==> src/sv/csv_pkg.sv <==
// Shared constants, register codes and cell control type for the 2-D convolution block.
// Used by the channel interfaces, the tap/MAC cells and the top level.
`default_nettype none

package csv_pkg;

	localparam int MAX_DIM_DEF    = 64;
	localparam int MAX_KERNEL_DEF = 5;
	localparam int PIXEL_BITS_DEF = 16;

	localparam int SUM_BITS      = 37;
	localparam int POS_BITS      = 6;
	localparam int OP_BITS       = 2;
	localparam int TAP_IDX_BITS  = 5;
	localparam int CFG_IDX_BITS  = 3;
	localparam int CFG_DATA_BITS = 7;
	localparam int DIM_REG_BITS  = 7;
	localparam int KERN_REG_BITS = 3;

	localparam logic [OP_BITS-1:0] OP_TAP   = 2'd0;
	localparam logic [OP_BITS-1:0] OP_PIXEL = 2'd1;
	localparam logic [OP_BITS-1:0] OP_FLUSH = 2'd2;

	localparam logic [CFG_IDX_BITS-1:0] REG_PAD_MODE  = 3'd0;
	localparam logic [CFG_IDX_BITS-1:0] REG_MAP_ROWS  = 3'd1;
	localparam logic [CFG_IDX_BITS-1:0] REG_MAP_COLS  = 3'd2;
	localparam logic [CFG_IDX_BITS-1:0] REG_KERN_ROWS = 3'd3;
	localparam logic [CFG_IDX_BITS-1:0] REG_KERN_COLS = 3'd4;

	localparam logic [DIM_REG_BITS-1:0]  MAP_DIM_RST  = 7'd64;
	localparam logic [KERN_REG_BITS-1:0] KERN_DIM_RST = 3'd3;

	typedef struct packed {
		logic shift;    // pixel chain moves one cell on
		logic capture;  // cells register tap * pixel
		logic tap_we;   // tap store write
	} cell_ctl_t;

endpackage

`default_nettype wire

==> src/sv/csv_cell.sv <==
// One kernel-column cell: own copy of the tap store, a pixel stage of the shift chain,
// a product register and a partial-sum stage handed on to the next cell. Uses csv_pkg.
`default_nettype none

module csv_cell import csv_pkg::*; #(
	parameter int CELL_ID    = 0,
	parameter int MAX_KERNEL = MAX_KERNEL_DEF,
	parameter int PIXEL_BITS = PIXEL_BITS_DEF,
	parameter int TIW        = 5,
	parameter int KW         = 3
) (
	input  wire logic                         clk,
	input  wire logic                         arst_n,
	input  wire cell_ctl_t                    ctl,
	input  wire logic [TIW-1:0]               tap_widx,
	input  wire logic signed [PIXEL_BITS-1:0] tap_wdata,
	input  wire logic [TIW-1:0]               row_base,
	input  wire logic [KW-1:0]                kern_cols,
	input  wire logic signed [PIXEL_BITS-1:0] pix_in,
	output logic signed [PIXEL_BITS-1:0]      pix_out,
	input  wire logic                         tok_in,
	output logic                              tok_out,
	input  wire logic signed [SUM_BITS-1:0]   psum_in,
	output logic signed [SUM_BITS-1:0]        psum_out
);

	localparam int TAP_COUNT = MAX_KERNEL * MAX_KERNEL;
	localparam int PW        = 2 * PIXEL_BITS;

	logic signed [PIXEL_BITS-1:0] tap_q [TAP_COUNT];
	logic signed [PIXEL_BITS-1:0] tap_rd_q;
	logic signed [PIXEL_BITS-1:0] pix_q;
	logic signed [SUM_BITS-1:0]   prod_q;
	logic signed [SUM_BITS-1:0]   psum_q;
	logic                         tok_q;
	logic                         use_tap;
	logic [TIW-1:0]               ridx;
	logic signed [PW-1:0]         prod_w;
	logic signed [PW+SUM_BITS-1:0] prod_ext;

	// cell m holds window column kc-1-m once a kernel row has been shifted in
	assign use_tap = int'(kern_cols) > CELL_ID;
	assign ridx    = TIW'(int'(row_base) + int'(kern_cols) - 1 - CELL_ID);
	assign prod_w  = tap_rd_q * pix_q;
	assign prod_ext = prod_w;

	always_ff @(posedge clk) begin
		if (ctl.tap_we) begin
			tap_q[tap_widx] <= tap_wdata;
		end
		if (use_tap) begin
			tap_rd_q <= tap_q[ridx];
		end
		if (ctl.shift) begin
			pix_q <= pix_in;
		end
		if (ctl.capture) begin
			prod_q <= use_tap ? prod_ext[SUM_BITS-1:0] : '0;
		end
		if (tok_in) begin
			psum_q <= psum_in + prod_q;
		end
	end

	always_ff @(posedge clk or negedge arst_n) begin
		if (!arst_n) begin
			tok_q <= 1'b0;
		end else begin
			tok_q <= tok_in;
		end
	end

	assign pix_out  = pix_q;
	assign tok_out  = tok_q;
	assign psum_out = psum_q;

endmodule

`default_nettype wire

==> config.mk <==
export PLATFORM = sky130hd
export DESIGN_NAME = csv_cell
export DESIGN_NICKNAME = d
export VERILOG_FILES = /design/src/sv/csv_pkg.sv /design/src/sv/csv_cell.sv
export SDC_FILE = /design/constraint.sdc
export NUM_CORES = 1
export LEC_CHECK = 0
export ABC_AREA = 1
export BUFFER_PORTS_ARGS = -buffer_cell sky130_fd_sc_hd__buf_2
export CAP_MARGIN = 10
export CORE_MARGIN = 2
export CORE_UTILIZATION = 50
export CTS_CLUSTER_SIZE = 20
export DETAILED_ROUTE_END_ITERATION = 16
export PLACE_DENSITY = 0.75
export SLEW_MARGIN = 25
export SYNTH_ARGS = -nofsm -noshare
export SYNTH_HDL_FRONTEND = slang
export SYNTH_SLANG_ARGS = --single-unit
export TNS_END_PERCENT = 1
==> constraint.sdc <==
create_clock -name clk -period 7.4 [get_ports clk]
set_input_delay 0.37 -clock clk [delete_from_list [all_inputs] [get_ports clk]]
set_output_delay 0.37 -clock clk [all_outputs]
set_load 0.05 [all_outputs]
* Word level (Yosys, flattened, before mapping) *
Memories as Yosys holds them, arrays and structs flattened. A register that Yosys moved wholly into a read port is not among the register bits.
Cells that the tools add are included.

cells by class
  add/subtract/negate cells = 3
  multiply operators = 1
  divide/modulo/power cells = 0
  order comparisons = 1
  equal/unequal tests = 0
  shift-type cells = 0
  muxes and demuxes = 2
  bitwise operators = 0
  reduce and logical (&&, ||, !) cells = 0

operators by type and width
  kind                                                           number
  adder 37 x 32 -> 37 bit                                        1
  multiplier 16 x 16 -> 32 bit                                   1
  adder 5 x 3 -> 5 bit                                           1
  subtractor 5 x 1 -> 5 bit, second input constant               1
  greater-than comparator 3 x 1 -> 1 bit, second input constant  1
  two-way mux 1 bit                                              2

storage, ports and cells
  register bits after elaboration = 86
  bits in latches = 0
  bits in writable memories = 400
  memory bits (read-only) = 0
  bits of input ports = 88
  output and inout bits = 54
  word-level logic and storage cells = 12
  memories = 1

memory list
  memory  depth  bits a word  rd ports  clocked after memory_dff  write ports  RTL line        RTL
  tap_q   25     16           1         1                         1            csv_cell.sv:30  logic signed [PIXEL_BITS-1:0] tap_q [TAP_COUNT];

* Logic depth before layout (Yosys ltp) *
  depth in word-level cells = 2
  gate-level depth with buffers = 27
  mapped depth without buffers = 25

* Worst setup path before layout *
No wires, ideal clock.

  kind = reg-to-reg
  start point = register pix_q[3], in the netlist pix_out[3]
  end point = register prod_q[31] (netlist name)
  setup time = 0.253 ns
  arrival = 5.906 ns
  required time = 7.147 ns
  path slack = 1.242 ns
  cell stages (with the launch flop) = 26
  buffers on the path = 2
  period minus slack after synthesis = 6.158 ns
  path through = edfxtp_1 clkbuf_1 clkbuf_1 nand2_1 inv_1 fa_1 fa_1 inv_1 fa_1 fa_1 inv_1 fa_1 inv_1 fa_1 inv_1 ha_1 nand2_1 inv_1 nand2_1 nor3_1 and2_1 nand2_1 nand2_1 nand2_1 nand2_1 nor2_1

on the way
  word-level cells in the longest chain between the ends = 1

RTL lines
  item                          RTL line        RTL
  start, declared               csv_cell.sv:32  logic signed [PIXEL_BITS-1:0] pix_q;
  start signal, assigned        csv_cell.sv:55  pix_q <= pix_in;
  multiplier 16 x 16 -> 32 bit  csv_cell.sv:44  assign prod_w = tap_rd_q * pix_q;

Every way passes these cells.
A chain may end at the register's enable or synchronous reset.

* Worst setup path in the final report *
  start point = register pix_q[4], in the netlist pix_out[4]
  end point = register prod_q[28] (data pin)

on the way
  word-level cells in the longest chain between the ends = 1

RTL lines
  item                          RTL line        RTL
  multiplier 16 x 16 -> 32 bit  csv_cell.sv:44
  end signal, assigned          csv_cell.sv:58  prod_q <= use_tap ? prod_ext[SUM_BITS-1:0] : '0;
  end, declared                 csv_cell.sv:33  logic signed [SUM_BITS-1:0] prod_q;

Every way passes these cells.

==> flow_summary.ini <==
[run_status]
status = finished, final reports clean

[finish]
fillCellCount = 5596
layout_common_cells = nand2_1 (765), inv_1 (636), edfxtp_1 (501)
seq_area_um2 = 15100
drive_gt1_share_pct = 7.90
layout.cells.most_common = nand2_1
syn_to_final_growth_pct = 11.0
fin_nets = 4065
multi_input_area_um2 = 14900

[global_routing]
grt_usage_pct = 24.2
grt_overflow = 0
grt_pass1_vias = 23800
grt_pass1_wl_um = 127000
grt_max_degree = 98
antenna_found_initial = 3

[place]
gp_congestion = 0.992
port_buffers = 141
pre_cts_slack_ns = 1.07
dp_hpwl_um = 58300

[clocking]
cts_buffers = 53
path_clk_slew_ns = 0.06
cts_max_level = 2
clock_sinks = 502
cts_tree = done
clockBufferDepth = 3
cts-root-buf = clkbuf_16
post_cts_resize_count = 0
clock_latency_ns = 0.63

[min_path]
holdPathEnd = psum_out[0]$_DFFE_PP_
timing.hold.worst.class = input pin to register
whs_path_depth = 2
min_from = psum_in[0]

[setup_path]
cpPeakStageDelay_ns = 0.78
crit_path_end_kind = register
critPathLaunchType = register
regToRegEndpoint = prod_q[28]$_SDFFCE_PP0P_
arrival_ns = 6.73
worstPathMaxFanout = 17
crit_top_cell = fa_1
cp_slowest_cell = edfxtp_1
r2r-start = pix_out[4]$_DFFE_PP_
r2r_setup_slack_ns = 1.05
critical_path_buf_inv_count = 5
r2r_cells = 21
path_class = register to register
crit_family = adder cells
cp_data_required_time_ns = 7.78
crit_chain = nand2_1, fa_1, inv_1, fa_1, inv_1, fa_1, fa_1, inv_1, fa_1, inv_1, fa_1, inv_1, ha_1, nand2_1, nor2_1, nand2_1, nor3_1, nand2_1, nand3_1, and2_1, nor2_1

[timing]
fin_ws_ns = 1.05
final-setup-viol-count = 0
worst_pin_slew_ns = 0.973
tns_ns = 0
final-hold-violation-count = 0
rsz0062_at_grt = no
period_minus_slack_ns = 6.35
finClkSkew_ns = 0.0390
slew_headroom_pct = 35.1
finalCritPeriodShare_pct = 85.8
drv_slew = 0
max_freq_ghz = 0.158

[synth]
synth_largest_area_cell = edfxtp_1
yosysWarnings = 0
ys.flop_type = edfxtp_1
avgSynthCellArea_um2 = 9.48
synth-seq-area-share_pct = 45.7
synth.distinct_cells = 38
yosysTopAreaCellShare_pct = 45.6
synth-edff-count = 501
async_reset_ff_share_pct = 0.199
ys_ff_latch = 502
syn_nets = 3952
netlist_instances = 3476
synth_area_leaders = edfxtp_1 (46%), fa_1 (16%), nand2_1 (8.7%)
syn_area_um2 = 33000

[floorplanning]
row_count = 94
die_h_um = 261
initial_core_util_pct = 50.3
ios = 142
core_um2 = 65500
die_width_um = 261
dieArea_um2 = 68000

[routing]
post_drt_wl_per_cell_um = 18.1
drt-pass1-iter-count = 6
vias = 24000
drcViolationCount = 0
postRouteAntennaNets = 0
initialDrtViolationCount = 2452
viasPerCell = 5.32
wl_um = 81500

[job]
timing.max_cap.violations = 0
## synthesized netlist by cell type (15+ instances only)
| library cell | count |
|---|---|
| inv_1 | 636 |
| o21ai_1 | 35 |
| fa_1 | 264 |
| o21ai_0 | 214 |
| xor2_1 | 18 |
| o21bai_1 | 17 |
| nor3_1 | 15 |
| clkbuf_1 | 100 |
| nand2_1 | 765 |
| nand3_1 | 109 |
| nor2_1 | 444 |
| buf_2 | 19 |
| edfxtp_1 | 501 |
| a21oi_1 | 60 |
| ha_1 | 124 |
| o221ai_1 | 20 |
| o211ai_1 | 55 |
## stage by stage
step                hold slack (ns)  util (%)  cell area (µm²)  std cells
floorplan                    0.0744         -            33000       3476
global placement              0.144      52.6            34400       4381
detailed placement            0.146      52.6            34400       4381
CTS                         0.00438      55.8            36600       4498
global route                 0.0233      55.8            36600       4499
finish                       0.0435      55.8            36600       4500
## what timing repair did
item | 4_1_cts | 5_1_grt
endpoints found under the hold margin | 17 | 0
setup buffers | 0 | 0
hold buffers | 17 | 0
## kinds of logic after synthesis
family / share of synthesized area (%)
DFF: 45.7
xor gates and xnor gates: 0.710
AOI/OAI and AO/OA: 7.27
adders and majority gates: 20.7
and+or+nand+nor: 16.3
buffers and inverters: 9.29
## area by class of cell
type	instances	area share (%)
clock buffer	61	3.71
timing repair buffer	198	3.22
antenna	2	0.0137
sequential	502	41.2
multi-input combinational	2193	40.7
inverter	641	6.59
clock inverter	39	1.66
tap	864	2.96
## worst register-to-register path, stage by stage, from the launching register on
cell      delay (ns)
edfxtp_1        0.78
nand2_1         0.30
fa_1            0.61
inv_1           0.08
fa_1            0.78
inv_1           0.17
fa_1            0.45
fa_1            0.54
inv_1           0.05
fa_1            0.52
inv_1           0.05
fa_1            0.48
inv_1           0.04
ha_1            0.37
nand2_1         0.13
nor2_1          0.20
nand2_1         0.11
nor3_1          0.14
nand2_1         0.10
nand3_1         0.07
and2_1          0.12
nor2_1          0.04
## routing by layer
metal	global-route usage, %	wire length (µm)	up-vias
li1	-	-	11300
met1	30.3	31000	11400
met2	41.8	40600	1043
met3	3.88	6220	230
met4	10.4	3620	2
met5	0	13	-
## flip-flops by register name (all words and copies together) (netlist names)
register	count
pix_out	16
psum_out	37
prod_q	32
tap_q	400
tap_rd_q	16
tok_out	1
## worst max path at each step
| stage | cells after the start | startpoint | endpoint | slack [ns] |
|---|---|---|---|---|
| after CTS | 23 | pix_out[4]$_DFFE_PP_ | prod_q[31]$_SDFFCE_PP0P_ | 1.11 |
| after floorplan | 25 | pix_out[3]$_DFFE_PP_ | prod_q[31]$_SDFFCE_PP0P_ | 1.24 |
| final | 21 | pix_out[4]$_DFFE_PP_ | prod_q[28]$_SDFFCE_PP0P_ | 1.05 |
| after detailed placement | 23 | pix_out[4]$_DFFE_PP_ | prod_q[31]$_SDFFCE_PP0P_ | 1.07 |
| after global placement | 23 | pix_out[4]$_DFFE_PP_ | prod_q[31]$_SDFFCE_PP0P_ | 1.27 |
| after global routing | 23 | pix_out[4]$_DFFE_PP_ | prod_q[31]$_SDFFCE_PP0P_ | 0.67 |
Power is left out: the tool's default activity adds up to more than one toggle a clock period on the data nets, which glitch-free logic cannot reach.
